## config.mk

```make
export PLATFORM = sky130hd
export DESIGN_NAME = ansi_escape_utf8_parser
export DESIGN_NICKNAME = d
export VERILOG_FILES = /design/src/aeup_pkg.sv /design/src/aeup_ctrl.sv /design/src/aeup_dp.sv /design/src/ansi_escape_utf8_parser.sv
export SDC_FILE = /design/constraint.sdc
export NUM_CORES = 1
export LEC_CHECK = 0
export BUFFER_PORTS_ARGS = -buffer_cell sky130_fd_sc_hd__buf_2
export CORE_ASPECT_RATIO = 1.2
export CORE_MARGIN = 1
export CORE_UTILIZATION = 60
export CTS_CLUSTER_DIAMETER = 50
export DETAILED_ROUTE_END_ITERATION = 7
export HOLD_SLACK_MARGIN = 0.12
export PLACE_DENSITY = 0.85
export SLEW_MARGIN = 20
export SYNTH_ARGS = -nofsm -noshare
export SYNTH_HDL_FRONTEND = slang
export SYNTH_SLANG_ARGS = --single-unit
```

## constraint.sdc

```tcl
create_clock -name clock -period 5.5 [get_ports clock]
set_clock_uncertainty 0.1 [all_clocks]
set_input_delay 1.1 -clock clock [delete_from_list [all_inputs] [get_ports clock]]
set_output_delay 1.1 -clock clock [all_outputs]
set_load 0.03 [all_outputs]
```

## src/aeup_pkg.sv

```systemverilog
`timescale 1ns / 1ps
`default_nettype none
// ----------------------------------------------------------------------------
// aeup_pkg
// Types and constants shared by the terminal stream parser modules.
// ----------------------------------------------------------------------------
package aeup_pkg;

   localparam int CP_W  = 21;
   localparam int ARG_W = 16;

   typedef enum logic [2:0] {
      MODE_TEXT   = 3'd0,
      MODE_ESC    = 3'd1,
      MODE_CSI    = 3'd2,
      MODE_OSC    = 3'd3,
      MODE_OSCESC = 3'd4
   } mode_type;

   typedef enum logic [1:0] {
      ST_IDLE    = 2'd0,
      ST_SECOND  = 2'd1,
      ST_SGR_RD  = 2'd2,
      ST_SGR_OUT = 2'd3
   } state_type;

   typedef enum logic [4:0] {
      ACT_CELL    = 5'd0,
      ACT_REPL    = 5'd1,
      ACT_LF      = 5'd2,
      ACT_CR      = 5'd3,
      ACT_BS      = 5'd4,
      ACT_UP      = 5'd5,
      ACT_DOWN    = 5'd6,
      ACT_RIGHT   = 5'd7,
      ACT_LEFT    = 5'd8,
      ACT_POS     = 5'd9,
      ACT_ED      = 5'd10,
      ACT_EL      = 5'd11,
      ACT_SAVE    = 5'd12,
      ACT_RESTORE = 5'd13,
      ACT_RESET   = 5'd14,
      ACT_SGR     = 5'd15,
      ACT_VIS     = 5'd16
   } action_type;

   // byte codes
   localparam logic [7:0] CH_BEL    = 8'h07;
   localparam logic [7:0] CH_BS     = 8'h08;
   localparam logic [7:0] CH_TAB    = 8'h09;
   localparam logic [7:0] CH_LF     = 8'h0A;
   localparam logic [7:0] CH_CR     = 8'h0D;
   localparam logic [7:0] CH_ESC    = 8'h1B;
   localparam logic [7:0] CH_0      = 8'h30;
   localparam logic [7:0] CH_7      = 8'h37;
   localparam logic [7:0] CH_8      = 8'h38;
   localparam logic [7:0] CH_9      = 8'h39;
   localparam logic [7:0] CH_COLON  = 8'h3A;
   localparam logic [7:0] CH_SEMI   = 8'h3B;
   localparam logic [7:0] CH_LT     = 8'h3C;
   localparam logic [7:0] CH_QUEST  = 8'h3F;
   localparam logic [7:0] CH_UA     = 8'h41;
   localparam logic [7:0] CH_UB     = 8'h42;
   localparam logic [7:0] CH_UC     = 8'h43;
   localparam logic [7:0] CH_UD     = 8'h44;
   localparam logic [7:0] CH_UH     = 8'h48;
   localparam logic [7:0] CH_UI     = 8'h49;
   localparam logic [7:0] CH_UJ     = 8'h4A;
   localparam logic [7:0] CH_UK     = 8'h4B;
   localparam logic [7:0] CH_UZ     = 8'h5A;
   localparam logic [7:0] CH_LBRK   = 8'h5B;
   localparam logic [7:0] CH_RBRK   = 8'h5D;
   localparam logic [7:0] CH_LC     = 8'h63;
   localparam logic [7:0] CH_LF_F   = 8'h66;
   localparam logic [7:0] CH_LH     = 8'h68;
   localparam logic [7:0] CH_LL     = 8'h6C;
   localparam logic [7:0] CH_LM     = 8'h6D;
   localparam logic [7:0] CH_LS     = 8'h73;
   localparam logic [7:0] CH_LU     = 8'h75;
   localparam logic [7:0] CH_DEL    = 8'h7F;
   localparam int         VIS_PARAM = 25;

   typedef struct packed {
      logic accept;
      logic load_pending;
      logic sgr_read;
      logic sgr_emit;
   } ctrl_cmd_type;

   typedef struct packed {
      logic out_free;
      logic out_valid;
      logic two_res;
      logic sgr_start;
      logic sgr_last;
   } dp_status_type;

endpackage
`default_nettype wire

```

## src/aeup_ctrl.sv

```systemverilog
`timescale 1ns / 1ps
`default_nettype none
// ----------------------------------------------------------------------------
// aeup_ctrl
// Sequencer: takes bytes, drains a second result and walks SGR parameters.
// ----------------------------------------------------------------------------
module aeup_ctrl (
   input  wire logic                   clock,
   input  wire logic                   reset,
   input  wire logic                   req_valid,
   output logic                        req_stall,
   input  wire aeup_pkg::dp_status_type st,
   output aeup_pkg::ctrl_cmd_type      cmd
);

   aeup_pkg::state_type state_ff, state_in;

   always_ff @(posedge clock) begin
      if (reset) begin
         state_ff <= aeup_pkg::ST_IDLE;
      end else begin
         state_ff <= state_in;
      end
   end

   always_comb begin
      state_in  = state_ff;
      cmd       = '0;
      req_stall = 1'b1;
      case (state_ff)
         aeup_pkg::ST_IDLE: begin
            req_stall = !st.out_free;
            if (req_valid && st.out_free) begin
               cmd.accept = 1'b1;
               if (st.sgr_start) begin
                  state_in = aeup_pkg::ST_SGR_RD;
               end else if (st.two_res) begin
                  state_in = aeup_pkg::ST_SECOND;
               end
            end
         end
         aeup_pkg::ST_SECOND: begin
            if (st.out_free) begin
               cmd.load_pending = 1'b1;
               state_in         = aeup_pkg::ST_IDLE;
            end
         end
         aeup_pkg::ST_SGR_RD: begin
            cmd.sgr_read = 1'b1;
            state_in     = aeup_pkg::ST_SGR_OUT;
         end
         aeup_pkg::ST_SGR_OUT: begin
            if (st.out_free) begin
               cmd.sgr_emit = 1'b1;
               state_in     = st.sgr_last ? aeup_pkg::ST_IDLE : aeup_pkg::ST_SGR_RD;
            end
         end
         default: begin
            state_in = aeup_pkg::ST_IDLE;
         end
      endcase
   end

   a_two_res: assert property (@(posedge clock) disable iff (reset)
      (cmd.accept && st.two_res) |=> (state_ff == aeup_pkg::ST_SECOND && st.out_valid))
      else $error("second result not queued after broken sequence");

   a_sgr_start: assert property (@(posedge clock) disable iff (reset)
      (cmd.accept && st.sgr_start) |=> (state_ff == aeup_pkg::ST_SGR_RD && !st.out_valid))
      else $error("SGR walk did not start cleanly");

   a_sgr_emit: assert property (@(posedge clock) disable iff (reset)
      cmd.sgr_emit |=> st.out_valid)
      else $error("SGR code not presented");

   a_busy_stall: assert property (@(posedge clock) disable iff (reset)
      (state_ff != aeup_pkg::ST_IDLE) |-> req_stall)
      else $error("byte taken while results outstanding");

endmodule
`default_nettype wire

```

## src/aeup_dp.sv

```systemverilog
`timescale 1ns / 1ps
`default_nettype none
// ----------------------------------------------------------------------------
// aeup_dp
// Parser datapath: UTF-8 and escape state, CSI parameter store, result register.
// ----------------------------------------------------------------------------
module aeup_dp #(
   parameter int MAX_PARAMS = 16,
   parameter int PARAM_BITS = 16
) (
   input  wire logic                         clock,
   input  wire logic                         reset,
   input  wire logic [7:0]                   req_data_byte,
   input  wire logic                         rsp_stall,
   input  wire aeup_pkg::ctrl_cmd_type       cmd,
   output aeup_pkg::dp_status_type           st,
   output logic                              rsp_valid,
   output logic [4:0]                        rsp_action,
   output logic [aeup_pkg::CP_W-1:0]         rsp_code_point,
   output logic [aeup_pkg::ARG_W-1:0]        rsp_arg_a,
   output logic [aeup_pkg::ARG_W-1:0]        rsp_arg_b,
   output logic                              rsp_last
);

   localparam int IW = (MAX_PARAMS > 1) ? $clog2(MAX_PARAMS) : 1;
   localparam int WW = (PARAM_BITS > aeup_pkg::ARG_W) ? PARAM_BITS : aeup_pkg::ARG_W;
   localparam int CP_W  = aeup_pkg::CP_W;
   localparam int ARG_W = aeup_pkg::ARG_W;
   localparam logic [PARAM_BITS-1:0] PMAX     = '1;
   localparam logic [IW-1:0]         LAST_IDX = IW'(MAX_PARAMS - 1);

   function automatic logic [ARG_W-1:0] to_arg(input logic [PARAM_BITS-1:0] v);
      logic [WW-1:0] w;
      w = WW'(v);
      return w[ARG_W-1:0];
   endfunction

   // parse state
   aeup_pkg::mode_type      mode_ff, mode_in;
   logic [1:0]              left_ff, left_in;
   logic [CP_W-1:0]         partial_ff, partial_in;
   logic [PARAM_BITS-1:0]   acc_ff, acc_in;
   logic [IW-1:0]           idx_ff, idx_in;
   logic [7:0]              priv_ff, priv_in;
   logic [PARAM_BITS-1:0]   p0_ff, p0_in;
   logic [PARAM_BITS-1:0]   p1_ff, p1_in;

   // parameter store, one write port and one registered read port
   logic [PARAM_BITS-1:0]   param_mem [MAX_PARAMS];
   logic [PARAM_BITS-1:0]   rd_data_ff;
   logic [IW-1:0]           sgr_idx_ff;

   // result register and queued second result
   logic                    rsp_valid_ff;
   logic [4:0]              out_act_ff;
   logic [CP_W-1:0]         out_cp_ff;
   logic [ARG_W-1:0]        out_a_ff;
   logic [ARG_W-1:0]        out_b_ff;
   logic                    out_last_ff;
   logic [4:0]              pend_act_ff;
   logic [CP_W-1:0]         pend_cp_ff;

   // decode
   logic [7:0]              c;
   logic [1:0]              cnt;
   logic                    wr_en;
   logic                    sgr_start;
   logic                    do_fresh;
   logic                    broken;
   logic                    f_has;
   aeup_pkg::action_type    f_act;
   logic [CP_W-1:0]         f_cp;
   aeup_pkg::action_type    r1_act;
   logic [CP_W-1:0]         r1_cp;
   logic [ARG_W-1:0]        r1_a;
   logic [ARG_W-1:0]        r1_b;
   aeup_pkg::action_type    r2_act;
   logic [CP_W-1:0]         r2_cp;
   logic [PARAM_BITS+3:0]   acc_x10;
   logic [PARAM_BITS-1:0]   p0, p1, p0_one, p0_m1, p1_m1;
   logic                    has2;
   logic                    out_free;
   logic                    sgr_last;

   assign c        = req_data_byte;
   assign out_free = !rsp_valid_ff || !rsp_stall;
   assign sgr_last = (sgr_idx_ff == idx_ff);

   // acc*10 + digit as shift-add; saturates below
   assign acc_x10 = {acc_ff, 3'b000} + {2'b00, acc_ff, 1'b0}
                  + (PARAM_BITS+4)'(c[3:0]);

   // the parameter being collected lives in acc until a separator commits it
   assign p0     = (idx_ff == '0) ? acc_ff : p0_ff;
   assign p1     = (idx_ff == IW'(1)) ? acc_ff : p1_ff;
   assign has2   = (idx_ff != '0);
   assign p0_one = (p0 == '0) ? PARAM_BITS'(1) : p0;
   assign p0_m1  = (p0 == '0) ? '0 : p0 - PARAM_BITS'(1);
   assign p1_m1  = (p1 == '0) ? '0 : p1 - PARAM_BITS'(1);

   always_comb begin
      mode_in    = mode_ff;
      left_in    = left_ff;
      partial_in = partial_ff;
      acc_in     = acc_ff;
      idx_in     = idx_ff;
      priv_in    = priv_ff;
      p0_in      = p0_ff;
      p1_in      = p1_ff;
      wr_en      = 1'b0;
      sgr_start  = 1'b0;
      do_fresh   = 1'b0;
      broken     = 1'b0;
      cnt        = 2'd0;
      f_has      = 1'b0;
      f_act      = aeup_pkg::ACT_CELL;
      f_cp       = '0;
      r1_act     = aeup_pkg::ACT_CELL;
      r1_cp      = '0;
      r1_a       = '0;
      r1_b       = '0;
      r2_act     = aeup_pkg::ACT_CELL;
      r2_cp      = '0;

      case (mode_ff)
         aeup_pkg::MODE_TEXT: begin
            if (left_ff != 2'd0) begin
               if (c[7:6] == 2'b10) begin
                  partial_in = {partial_ff[CP_W-7:0], c[5:0]};
                  left_in    = left_ff - 2'd1;
                  if (left_ff == 2'd1) begin
                     cnt    = 2'd1;
                     r1_act = aeup_pkg::ACT_CELL;
                     r1_cp  = {partial_ff[CP_W-7:0], c[5:0]};
                  end
               end else begin
                  broken   = 1'b1;
                  left_in  = 2'd0;
                  do_fresh = 1'b1;
               end
            end else begin
               do_fresh = 1'b1;
            end
         end
         aeup_pkg::MODE_ESC: begin
            mode_in = aeup_pkg::MODE_TEXT;
            case (c)
               aeup_pkg::CH_LBRK: begin
                  mode_in = aeup_pkg::MODE_CSI;
                  idx_in  = '0;
                  acc_in  = '0;
                  priv_in = 8'h00;
               end
               aeup_pkg::CH_RBRK: mode_in = aeup_pkg::MODE_OSC;
               aeup_pkg::CH_LC: begin
                  cnt    = 2'd1;
                  r1_act = aeup_pkg::ACT_RESET;
               end
               aeup_pkg::CH_7: begin
                  cnt    = 2'd1;
                  r1_act = aeup_pkg::ACT_SAVE;
               end
               aeup_pkg::CH_8: begin
                  cnt    = 2'd1;
                  r1_act = aeup_pkg::ACT_RESTORE;
               end
               default: ;
            endcase
         end
         aeup_pkg::MODE_CSI: begin
            if (c inside {[aeup_pkg::CH_0:aeup_pkg::CH_9]}) begin
               acc_in = (acc_x10 > (PARAM_BITS+4)'(PMAX)) ? PMAX
                                                         : acc_x10[PARAM_BITS-1:0];
            end else if (c == aeup_pkg::CH_SEMI || c == aeup_pkg::CH_COLON) begin
               // separators past the last slot are dropped
               if (idx_ff != LAST_IDX) begin
                  wr_en  = 1'b1;
                  idx_in = idx_ff + IW'(1);
                  acc_in = '0;
                  if (idx_ff == '0) begin
                     p0_in = acc_ff;
                  end
                  if (idx_ff == IW'(1)) begin
                     p1_in = acc_ff;
                  end
               end
            end else if (c inside {[aeup_pkg::CH_LT:aeup_pkg::CH_QUEST]}) begin
               priv_in = c;
            end else if (c inside {[8'h20:8'h2F]}) begin
               // intermediate: nothing to do
            end else if (c inside {[8'h40:8'h7E]}) begin
               mode_in = aeup_pkg::MODE_TEXT;
               case (c)
                  aeup_pkg::CH_LM: begin
                     wr_en     = 1'b1;
                     sgr_start = 1'b1;
                  end
                  aeup_pkg::CH_UH, aeup_pkg::CH_LF_F: begin
                     cnt    = 2'd1;
                     r1_act = aeup_pkg::ACT_POS;
                     r1_a   = to_arg(p0_m1);
                     r1_b   = has2 ? to_arg(p1_m1) : '0;
                  end
                  aeup_pkg::CH_UJ: begin
                     cnt    = 2'd1;
                     r1_act = aeup_pkg::ACT_ED;
                     r1_a   = to_arg(p0);
                  end
                  aeup_pkg::CH_UK: begin
                     cnt    = 2'd1;
                     r1_act = aeup_pkg::ACT_EL;
                     r1_a   = to_arg(p0);
                  end
                  aeup_pkg::CH_UA: begin
                     cnt    = 2'd1;
                     r1_act = aeup_pkg::ACT_UP;
                     r1_a   = to_arg(p0_one);
                  end
                  aeup_pkg::CH_UB: begin
                     cnt    = 2'd1;
                     r1_act = aeup_pkg::ACT_DOWN;
                     r1_a   = to_arg(p0_one);
                  end
                  aeup_pkg::CH_UC, aeup_pkg::CH_UI: begin
                     cnt    = 2'd1;
                     r1_act = aeup_pkg::ACT_RIGHT;
                     r1_a   = to_arg(p0_one);
                  end
                  aeup_pkg::CH_UD, aeup_pkg::CH_UZ: begin
                     cnt    = 2'd1;
                     r1_act = aeup_pkg::ACT_LEFT;
                     r1_a   = to_arg(p0_one);
                  end
                  aeup_pkg::CH_LS: begin
                     cnt    = 2'd1;
                     r1_act = aeup_pkg::ACT_SAVE;
                  end
                  aeup_pkg::CH_LU: begin
                     cnt    = 2'd1;
                     r1_act = aeup_pkg::ACT_RESTORE;
                  end
                  aeup_pkg::CH_LC: begin
                     cnt    = 2'd1;
                     r1_act = aeup_pkg::ACT_RESET;
                  end
                  aeup_pkg::CH_LH, aeup_pkg::CH_LL: begin
                     if (priv_ff == aeup_pkg::CH_QUEST &&
                         p0 == PARAM_BITS'(aeup_pkg::VIS_PARAM)) begin
                        cnt    = 2'd1;
                        r1_act = aeup_pkg::ACT_VIS;
                        r1_a   = (c == aeup_pkg::CH_LH) ? ARG_W'(1) : '0;
                     end
                  end
                  default: ;
               endcase
            end else begin
               mode_in = aeup_pkg::MODE_TEXT;
            end
         end
         aeup_pkg::MODE_OSC: begin
            if (c == aeup_pkg::CH_BEL) begin
               mode_in = aeup_pkg::MODE_TEXT;
            end else if (c == aeup_pkg::CH_ESC) begin
               mode_in = aeup_pkg::MODE_OSCESC;
            end
         end
         default: begin
            mode_in = aeup_pkg::MODE_TEXT;
         end
      endcase

      // byte handled from scratch, also after a broken UTF-8 sequence
      if (do_fresh) begin
         if (c == aeup_pkg::CH_ESC) begin
            mode_in = aeup_pkg::MODE_ESC;
         end else if (c == aeup_pkg::CH_LF) begin
            f_has = 1'b1;
            f_act = aeup_pkg::ACT_LF;
         end else if (c == aeup_pkg::CH_CR) begin
            f_has = 1'b1;
            f_act = aeup_pkg::ACT_CR;
         end else if (c == aeup_pkg::CH_BS) begin
            f_has = 1'b1;
            f_act = aeup_pkg::ACT_BS;
         end else if (c == aeup_pkg::CH_TAB) begin
            f_has = 1'b1;
            f_cp  = CP_W'(c);
         end else if (c inside {[8'hF0:8'hF4]}) begin
            partial_in = CP_W'(c[2:0]);
            left_in    = 2'd3;
         end else if (c inside {[8'hE0:8'hEF]}) begin
            partial_in = CP_W'(c[3:0]);
            left_in    = 2'd2;
         end else if (c inside {[8'hC2:8'hDF]}) begin
            partial_in = CP_W'(c[4:0]);
            left_in    = 2'd1;
         end else if (c inside {[8'h20:aeup_pkg::CH_DEL]}) begin
            f_has = 1'b1;
            f_cp  = CP_W'(c);
         end else if (c[7]) begin
            f_has = 1'b1;
            f_act = aeup_pkg::ACT_REPL;
         end

         if (broken) begin
            cnt    = f_has ? 2'd2 : 2'd1;
            r1_act = aeup_pkg::ACT_REPL;
            r2_act = f_act;
            r2_cp  = f_cp;
         end else begin
            cnt    = f_has ? 2'd1 : 2'd0;
            r1_act = f_act;
            r1_cp  = f_cp;
         end
      end
   end

   always_ff @(posedge clock) begin
      if (reset) begin
         mode_ff    <= aeup_pkg::MODE_TEXT;
         left_ff    <= 2'd0;
         partial_ff <= '0;
         acc_ff     <= '0;
         idx_ff     <= '0;
         priv_ff    <= 8'h00;
      end else if (cmd.accept) begin
         mode_ff    <= mode_in;
         left_ff    <= left_in;
         partial_ff <= partial_in;
         acc_ff     <= acc_in;
         idx_ff     <= idx_in;
         priv_ff    <= priv_in;
      end
   end

   always_ff @(posedge clock) begin
      if (cmd.accept) begin
         p0_ff <= p0_in;
         p1_ff <= p1_in;
      end
   end

   always_ff @(posedge clock) begin
      if (cmd.accept && wr_en) begin
         param_mem[idx_ff] <= acc_ff;
      end
      if (cmd.sgr_read) begin
         rd_data_ff <= param_mem[sgr_idx_ff];
      end
   end

   always_ff @(posedge clock) begin
      if (reset) begin
         sgr_idx_ff <= '0;
      end else if (cmd.accept) begin
         sgr_idx_ff <= '0;
      end else if (cmd.sgr_emit) begin
         sgr_idx_ff <= sgr_idx_ff + IW'(1);
      end
   end

   always_ff @(posedge clock) begin
      if (reset) begin
         rsp_valid_ff <= 1'b0;
      end else if ((cmd.accept && cnt != 2'd0) || cmd.load_pending || cmd.sgr_emit) begin
         rsp_valid_ff <= 1'b1;
      end else if (!rsp_stall) begin
         rsp_valid_ff <= 1'b0;
      end
   end

   always_ff @(posedge clock) begin
      if (cmd.accept && cnt != 2'd0) begin
         out_act_ff  <= r1_act;
         out_cp_ff   <= r1_cp;
         out_a_ff    <= r1_a;
         out_b_ff    <= r1_b;
         out_last_ff <= (cnt == 2'd1);
         pend_act_ff <= r2_act;
         pend_cp_ff  <= r2_cp;
      end else if (cmd.load_pending) begin
         out_act_ff  <= pend_act_ff;
         out_cp_ff   <= pend_cp_ff;
         out_a_ff    <= '0;
         out_b_ff    <= '0;
         out_last_ff <= 1'b1;
      end else if (cmd.sgr_emit) begin
         out_act_ff  <= aeup_pkg::ACT_SGR;
         out_cp_ff   <= '0;
         out_a_ff    <= to_arg(rd_data_ff);
         out_b_ff    <= '0;
         out_last_ff <= sgr_last;
      end
   end

   assign st = '{out_free:  out_free,
                 out_valid: rsp_valid_ff,
                 two_res:   (cnt == 2'd2),
                 sgr_start: sgr_start,
                 sgr_last:  sgr_last};

   assign rsp_valid      = rsp_valid_ff;
   assign rsp_action     = out_act_ff;
   assign rsp_code_point = out_cp_ff;
   assign rsp_arg_a      = out_a_ff;
   assign rsp_arg_b      = out_b_ff;
   assign rsp_last       = out_last_ff;

endmodule
`default_nettype wire

```

## src/ansi_escape_utf8_parser.sv

```systemverilog
`timescale 1ns / 1ps
`default_nettype none
// ----------------------------------------------------------------------------
// ansi_escape_utf8_parser
// Terminal byte stream to cursor, erase, SGR and cell actions, with UTF-8.
// ----------------------------------------------------------------------------
// One byte per transfer on req_, actions on rsp_ with rsp_last marking the
// final action of each byte. A byte is taken whenever the result register is
// empty or being emptied, so ordinary text runs at one byte per cycle with the
// result register as the only buffer. A byte that breaks a UTF-8 sequence and
// also yields a result of its own holds the input while the second action goes
// out. An SGR final byte occupies the block until its last code is out: each
// code is read from the parameter RAM through its registered read port before
// it is presented. A stall on rsp_ holds the input as well. The parameter RAM
// needs no clearing after reset.
// ----------------------------------------------------------------------------
module ansi_escape_utf8_parser #(
   parameter int MAX_PARAMS = 16,
   parameter int PARAM_BITS = 16
) (
   input  wire logic                          clock,
   input  wire logic                          reset,
   input  wire logic                          req_valid,
   output logic                               req_stall,
   input  wire logic [7:0]                    req_data_byte,
   output logic                               rsp_valid,
   input  wire logic                          rsp_stall,
   output logic [4:0]                         rsp_action,
   output logic [aeup_pkg::CP_W-1:0]          rsp_code_point,
   output logic [aeup_pkg::ARG_W-1:0]         rsp_arg_a,
   output logic [aeup_pkg::ARG_W-1:0]         rsp_arg_b,
   output logic                               rsp_last
);

   aeup_pkg::ctrl_cmd_type  cmd;
   aeup_pkg::dp_status_type st;

   aeup_ctrl u_ctrl (
      .clock     (clock),
      .reset     (reset),
      .req_valid (req_valid),
      .req_stall (req_stall),
      .st        (st),
      .cmd       (cmd)
   );

   aeup_dp #(
      .MAX_PARAMS (MAX_PARAMS),
      .PARAM_BITS (PARAM_BITS)
   ) u_dp (
      .clock          (clock),
      .reset          (reset),
      .req_data_byte  (req_data_byte),
      .rsp_stall      (rsp_stall),
      .cmd            (cmd),
      .st             (st),
      .rsp_valid      (rsp_valid),
      .rsp_action     (rsp_action),
      .rsp_code_point (rsp_code_point),
      .rsp_arg_a      (rsp_arg_a),
      .rsp_arg_b      (rsp_arg_b),
      .rsp_last       (rsp_last)
   );

endmodule
`default_nettype wire

```

# Yosys cells after proc, flatten, opt, wreduce, memory -nomap -nowiden
# Memory sizes are Yosys's and may differ from the RTL's. A register that Yosys moved wholly into a read port is not among the register bits.
# Index checks and enable logic that the tools add are counted.
dict set report totals {
  out_inout_bits 61
  ff_bits 178
  word_cells 327
  mem_bits_rw 256
  in_bits 12
  n_memories 1
}
# name words width rd rd_clocked_by_memory_dff write_ports line
set memory_table {}
lappend memory_table {u_dp.param_mem 16 16 1 1 1 aeup_dp.sv:49} ;# logic [PARAM_BITS-1:0] param_mem [MAX_PARAMS];
dict set report classes {
  eq_ne 56
  order_cmp 16
  mux 184
  reduce_logical 44
  bitwise_logic 1
  n_addsub 7
}
# cell count
set op_table {}
lappend op_table {{two-way mux 21 bit} 29}
lappend op_table {{two-way mux 16 bit} 31}
lappend op_table {{== test 8 x 7 -> 1 bit (second input constant)} 18}
lappend op_table {{two-way mux 5 bit} 20}
lappend op_table {{case mux 16 bit (4 select lines)} 1}
lappend op_table {{two-way mux 2 bit} 28}
lappend op_table {{case mux 5 bit (11 select lines)} 1}
lappend op_table {{two-way mux 1 bit} 47}
lappend op_table {{== test 8 x 6 -> 1 bit (second input constant)} 5}
lappend op_table {{two-way mux 8 bit} 5}
lappend op_table {{== test 8 x 4 -> 1 bit (second input constant)} 4}
lappend op_table {{logical NOT 16 bit} 2}
lappend op_table {{case mux 16 bit (2 select lines)} 1}
lappend op_table {{subtractor 16 x 1 -> 16 bit (second input constant)} 2}
lappend op_table {{greater-or-equal comparator 8 x 6 -> 1 bit (second input constant)} 3}
lappend op_table {{greater-or-equal comparator 8 bit (second input constant)} 3}
lappend op_table {{<= comparator 8 x 6 -> 1 bit (second input constant)} 3}
lappend op_table {{<= comparator 8 bit (second input constant)} 3}
lappend op_table {{two-way mux 3 bit} 8}
lappend op_table {{adder 19 x 17 -> 20 bit} 1}
lappend op_table {{adder 20 x 4 -> 20 bit} 1}
lappend op_table {{greater-than comparator 20 x 16 -> 1 bit (second input constant)} 1}
lappend op_table {{== test 16 x 5 -> 1 bit (second input constant)} 1}
lappend op_table {{<= comparator 8 x 7 -> 1 bit (second input constant)} 2}
lappend op_table {{other kinds (43)} 88}

# Longest topological paths before layout
dict set report depth {
  ltp_word 20
  ltp_mapped 17
  depth_no_buf 13
}

# Modules after synthesis
# Synthesis repeated with hierarchy kept, for this count alone.
dict set report unflattened {
  hier_cells 1394
  area_unflattened_um2 19746.4
}
# mod area_each_um2 seq_area_each_um2 n_inst cells_each
set modules_own_cells {}
lappend modules_own_cells {aeup_dp 19622.6 12291.8 1 1380}
lappend modules_own_cells {aeup_ctrl 123.9 40.0 1 14}

# Least setup slack after synthesis
# Ideal clock, no wire load.
dict set report synth_path {
  path_type {input to register}
  from {in req_data_byte[7]}
  to {reg u_dp.out_act_ff[0], in the netlist u_dp.rsp_action[0], enable pin}
  arrival_time_ps 4181
  path_slack_ps 562
  n_path_buf 2
  setup_ps 657
  stages 11
  required_time_ps 4743
  cell_sequence {clkbuf_1 nand2_1 nor4b_1 a41o_1 o21ai_0 ha_1 nand2_1 a31oi_2 a211oi_4 buf_2 nand2_1}
}
dict set report synth_between {
  elab_chain_cells 18
  word_cells_on_any_way 85
  cone_classes {order compare: 15; eq/ne: 25; mux: 30; reduce/logical: 15}
}
# item line
set synth_lines {}
lappend synth_lines {{from (decl)} ansi_escape_utf8_parser.sv:25} ;# input wire logic [7:0] req_data_byte,
lappend synth_lines {{greater-or-equal comparator 8 x 6 -> 1 bit or <= comparator 8 x 7 -> 1 bit (tied branches)} {aeup_dp.sv:189, aeup_dp.sv:297}}
lappend synth_lines {{logical AND 1 bit} aeup_dp.sv:297} ;# end else if (c inside {[8'h20:aeup_pkg::CH_DEL]}) begin
lappend synth_lines {{two-way mux 1 bit} aeup_dp.sv:297}
lappend synth_lines {{two-way mux 1 bit} aeup_dp.sv:294} ;# end else if (c inside {[8'hC2:8'hDF]}) begin
lappend synth_lines {{two-way mux 1 bit} aeup_dp.sv:291} ;# end else if (c inside {[8'hE0:8'hEF]}) begin
lappend synth_lines {{two-way mux 1 bit} aeup_dp.sv:288} ;# end else if (c inside {[8'hF0:8'hF4]}) begin
lappend synth_lines {{two-way mux 1 bit} aeup_dp.sv:285} ;# end else if (c == aeup_pkg::CH_TAB) begin
lappend synth_lines {{two-way mux 1 bit} aeup_dp.sv:282} ;# end else if (c == aeup_pkg::CH_BS) begin
lappend synth_lines {{[... 2 more ...]} --}
lappend synth_lines {{two-way mux 1 bit} aeup_dp.sv:274} ;# if (c == aeup_pkg::CH_ESC) begin
lappend synth_lines {{two-way mux 1 bit} aeup_dp.sv:273} ;# if (do_fresh) begin
lappend synth_lines {{two-way mux 1 bit or two-way mux 2 bit (tied branches)} {aeup_dp.sv:311, aeup_dp.sv:306}}
lappend synth_lines {{two-way mux 2 bit} aeup_dp.sv:305} ;# if (broken) begin
lappend synth_lines {{two-way mux 2 bit (*)} aeup_dp.sv:273}
lappend synth_lines {{nonzero test 2 bit (*)} aeup_dp.sv:373} ;# if (cmd.accept && cnt != 2'd0) begin
lappend synth_lines {{logical AND 1 bit (*)} aeup_dp.sv:373}
lappend synth_lines {{nonzero test 3 bit (no source line) (*)} --}
lappend synth_lines {{to (signal assigned)} aeup_dp.sv:374} ;# out_act_ff <= r1_act;
lappend synth_lines {{to (signal assigned)} aeup_dp.sv:382} ;# out_act_ff <= pend_act_ff;
lappend synth_lines {{to (signal assigned)} aeup_dp.sv:388} ;# out_act_ff <= aeup_pkg::ACT_SGR;
lappend synth_lines {{to (decl)} aeup_dp.sv:55} ;# logic [4:0] out_act_ff;
# Mark *: on every way between the ends. The rest lies on a longest branch, timed or not. The select of a mux whose other input is x is not followed.
# A chain may end at the register's enable or synchronous reset.

# Worst setup path in the final report
dict set report layout_path {
  from {in req_data_byte[2]}
  to {reg u_dp.acc_ff[7]}
}
dict set report layout_between {
  elab_chain_cells 5
  word_cells_on_any_way 16
  cone_classes {add/sub: 1; order compare: 3; eq/ne: 6; mux: 3; reduce/logical: 3}
}
# item line
set layout_lines {}
lappend layout_lines {{adder 20 x 4 -> 20 bit} aeup_dp.sv:91} ;# + (PARAM_BITS+4)'(c[3:0]);
lappend layout_lines {{greater-than comparator 20 x 16 -> 1 bit} aeup_dp.sv:172} ;# acc_in = (acc_x10 > (PARAM_BITS+4)'(PMAX)) ? PMAX
lappend layout_lines {{two-way mux 16 bit} aeup_dp.sv:172}
lappend layout_lines {{two-way mux 16 bit} aeup_dp.sv:171} ;# if (c inside {[aeup_pkg::CH_0:aeup_pkg::CH_9]}) begin
lappend layout_lines {{case mux 16 bit (2 select lines)} aeup_dp.sv:125} ;# case (mode_ff)
lappend layout_lines {{to (signal assigned)} aeup_dp.sv:330} ;# acc_ff <= acc_in;
lappend layout_lines {{to (decl)} aeup_dp.sv:42} ;# logic [PARAM_BITS-1:0] acc_ff, acc_in;
# Parallel ways exist; a longest one is shown, timed or not.

==> metrics <==
violated checks=DRC; TritonCTS clock tree=built; Overall Global Routing Usage=30.4%; hold violation total from the final report=0; Yosys reg bits=429; post-route minimum period=around 4.3 ns; Initial DRT Pass Iterations=8; critical path peak fanout=27; DRC viols=10; Mapped Nets=1394; hpwl dp=30400 um; Synth top cells by count=374 x edfxtp_1, 96 x nor2_1, 91 x nand2_1; WP data required=5.85 ns; worst IR drop on VDD=0.296 mV; top-count cell post-synth=edfxtp_1; Post-synth EDFFs=about 370; routed vias/inst=6.75; share of layout cells above drive strength 1=between 20 and 25%; H-Tree Depth=2; Hold Buf Count CTS=0; Worst Tran Pin Value=1.12 ns; Ports=73; Crit-path slowest cell=a2bb2oi_1; Area contributors post-synth=edfxtp_1 58%, mux4_2 9.3%, dfxtp_1 5.7%; post-synthesis average cell area=14.5 um2; antenna cell count=0; design area=0.0219 mm2; Netlist cell types=83; initial antenna violation count=0; crit path cell chain=buf_2 > ha_1 > ha_1 > inv_1 > fa_1 > nor2b_1 > o31a_1 > o311ai_0 > a21oi_1 > a2bb2oi_1 > nor2_1 > a221oi_1; met1 Resource Use GR=36.8%; CP Launch Type=input pin; gr busiest metal=met2; dpl cell area=a little over 0.02 mm2; Hold/Removal Path Class=register to register; critical path type=input pin to register; Final #Nets=about 1500; Pwr Total=between 7 and 8 mW; first-pass GRT wire length=around 74000 um; setup violators final=0; Synth-to-Final Area Change=12.8%; Post-CTS Setup Bufs=0; register area share after synthesis=63.6%; final WL=49000 um; Crit. End Element=register; max-cap viol count=0; wire length per cell=between 20 and 30 um; YS warnings=0; leakage dissipation=7.54 nW; Synth top area share=57.9%; Die Ht=199 um; Largest stage delay, worst path=0.79 ns; CTS root buffer=clkbuf_16; vias in the first global route=12500; PD cells=332 mW/mm2; initial core utilization=61.3%; core area=0.0316 mm2; standard-cell rows=71; Final period util=approximately four fifths; RSZ-0062 raised after global routing=no; largest net degree at the start of global routing=44; Post-Syn Area=0.0194 mm2; Setup TNS=0 ns; remaining antenna violation count=0; post-synth top area cell=edfxtp_1; GR Util met2=52.7%; die area=0.0331 mm2; fmax=around 230 MHz; IO buf count=72; met3 usage=between 4 and 5%; GR Overflow Total=0; CTS clk-pin slew, worst paths=0.06 ns; Clock Tree Buf Depth=3; Critical Path AT=4.70 ns; CTS Buf Count=43; leading register cell type out of synthesis=edfxtp_1; status=complete, but fails checks; initial DRC count=1616; worst-skew pair later-pin latency=0.57 ns; Horiz. Die Dim=166 um; Slew HR=25.1%; CTS Sinks=429; most used cell, CP=ha_1; gate count after technology mapping=1338; post-cts resize count=0; Final Slew Violations=0; vias post-DR=12600; Post-synth ARST share=0%; GP Congestion=0.916
[metrics by stage]
step / hold WS [ns] / worst slack, ns / cells / util (%)
2_1_floorplan: 0.340 / 0.562 / 1338 / -
3_3_place_gp: 0.347 / 0.919 / 1792 / 64.4
3_5_place_dp: 0.355 / 0.731 / 1792 / 64.4
4_1_cts: 0.374 / 1.29 / 1871 / 69.2
5_1_grt: 0.402 / 0.919 / 1871 / 69.2
6_report: 0.371 / 1.15 / 1871 / 69.2
[placed cells by master, fill, tap and decap left out, types with 22 or more instances in the layout]
cell type  synthesis  routed
buf_4              1      49
a21oi_1           40      40
nand3_1           22      22
o21ai_0           41      40
dfxtp_1           55      52
nor2_1            96      95
mux4_2            80      80
nand2_1           91      90
ha_1              42      42
edfxtp_1         374     374
inv_1             37      37
clkbuf_16          0      44
nor3_1            47      43
buf_2             13      72
mux2i_1           25      25
[final timing paths]
kind | startpoint | end | slack, ns | cells past startpoint
max | req_data_byte[2] | u_dp.acc_ff[7]$_SDFFE_PP0P_ | 1.15 | 12
min | u_dp.priv_ff[0]$_SDFFE_PP0P_ | u_dp.priv_ff[0]$_SDFFE_PP0P_ | 0.37 | 2
max reg2reg | u_dp.acc_ff[10]$_SDFFE_PP0P_ | u_dp.acc_ff[7]$_SDFFE_PP0P_ | 1.26 | 9
min reg2reg | u_dp.priv_ff[0]$_SDFFE_PP0P_ | u_dp.priv_ff[0]$_SDFFE_PP0P_ | 0.37 | 2
[critical path: cells and delay by family]
kind,cells,cell delay (ns)
AOI/OAI and AO/OA,5,1.99
adders and majority gates,3,0.78
buffers and inverters,2,0.49
and+or+nand+nor,2,0.33
[registers in the layout, summed over array words and instances, names as in the netlist, 16 cells and up]
name and cells:
u_dp.rsp_arg_a 16, u_dp.rsp_arg_b 16, u_dp.param_mem 256, u_dp.p0_ff 16
u_dp.rsp_code_point 21, u_dp.p1_ff 16, u_dp.rd_data_ff 16, u_dp.acc_ff 16
[logic make-up (layout without fill, tap and decap cells)]
group | count (synthesis) | after routing | share of synthesized area (%)
buffers and inverters | 107 | 239 | 2.33
multiplexers | 117 | 117 | 11.3
other | 1 | 1 | 0.0193
AND/OR/NAND/NOR | 380 | 380 | 9.86
AO/OA/AOI/OAI | 230 | 230 | 8.68
adder cells (fa/ha/maj) | 44 | 44 | 2.91
flip-flops | 429 | 429 | 63.6
XOR/XNOR | 30 | 30 | 1.35
[final cells by class]
| type | instances | area [um2] |
|---|---|---|
| well taps | 401 | 502 |
| clock inverters | 27 | 355 |
| inverters | 38 | 143 |
| fillers | 2020 | 9750 |
| flip-flops and latches | 429 | 12300 |
| multi-input cells | 802 | 6650 |
| clock buffers | 52 | 1140 |
| repair buffers | 122 | 748 |
[power breakdown]
group	internal, mW	switching, mW
Sequential	3.62	0.0461
Clock	1.79	1.27
Combinational	0.138	0.390
[layer usage]
metal	vias up	part of all wire, %
met3	196	8.1
met1	6216	36
met4	0	5.7
li1	5446	-
met5	-	0
met2	763	50
No activity file was read; power rests on OpenSTA's default activity.
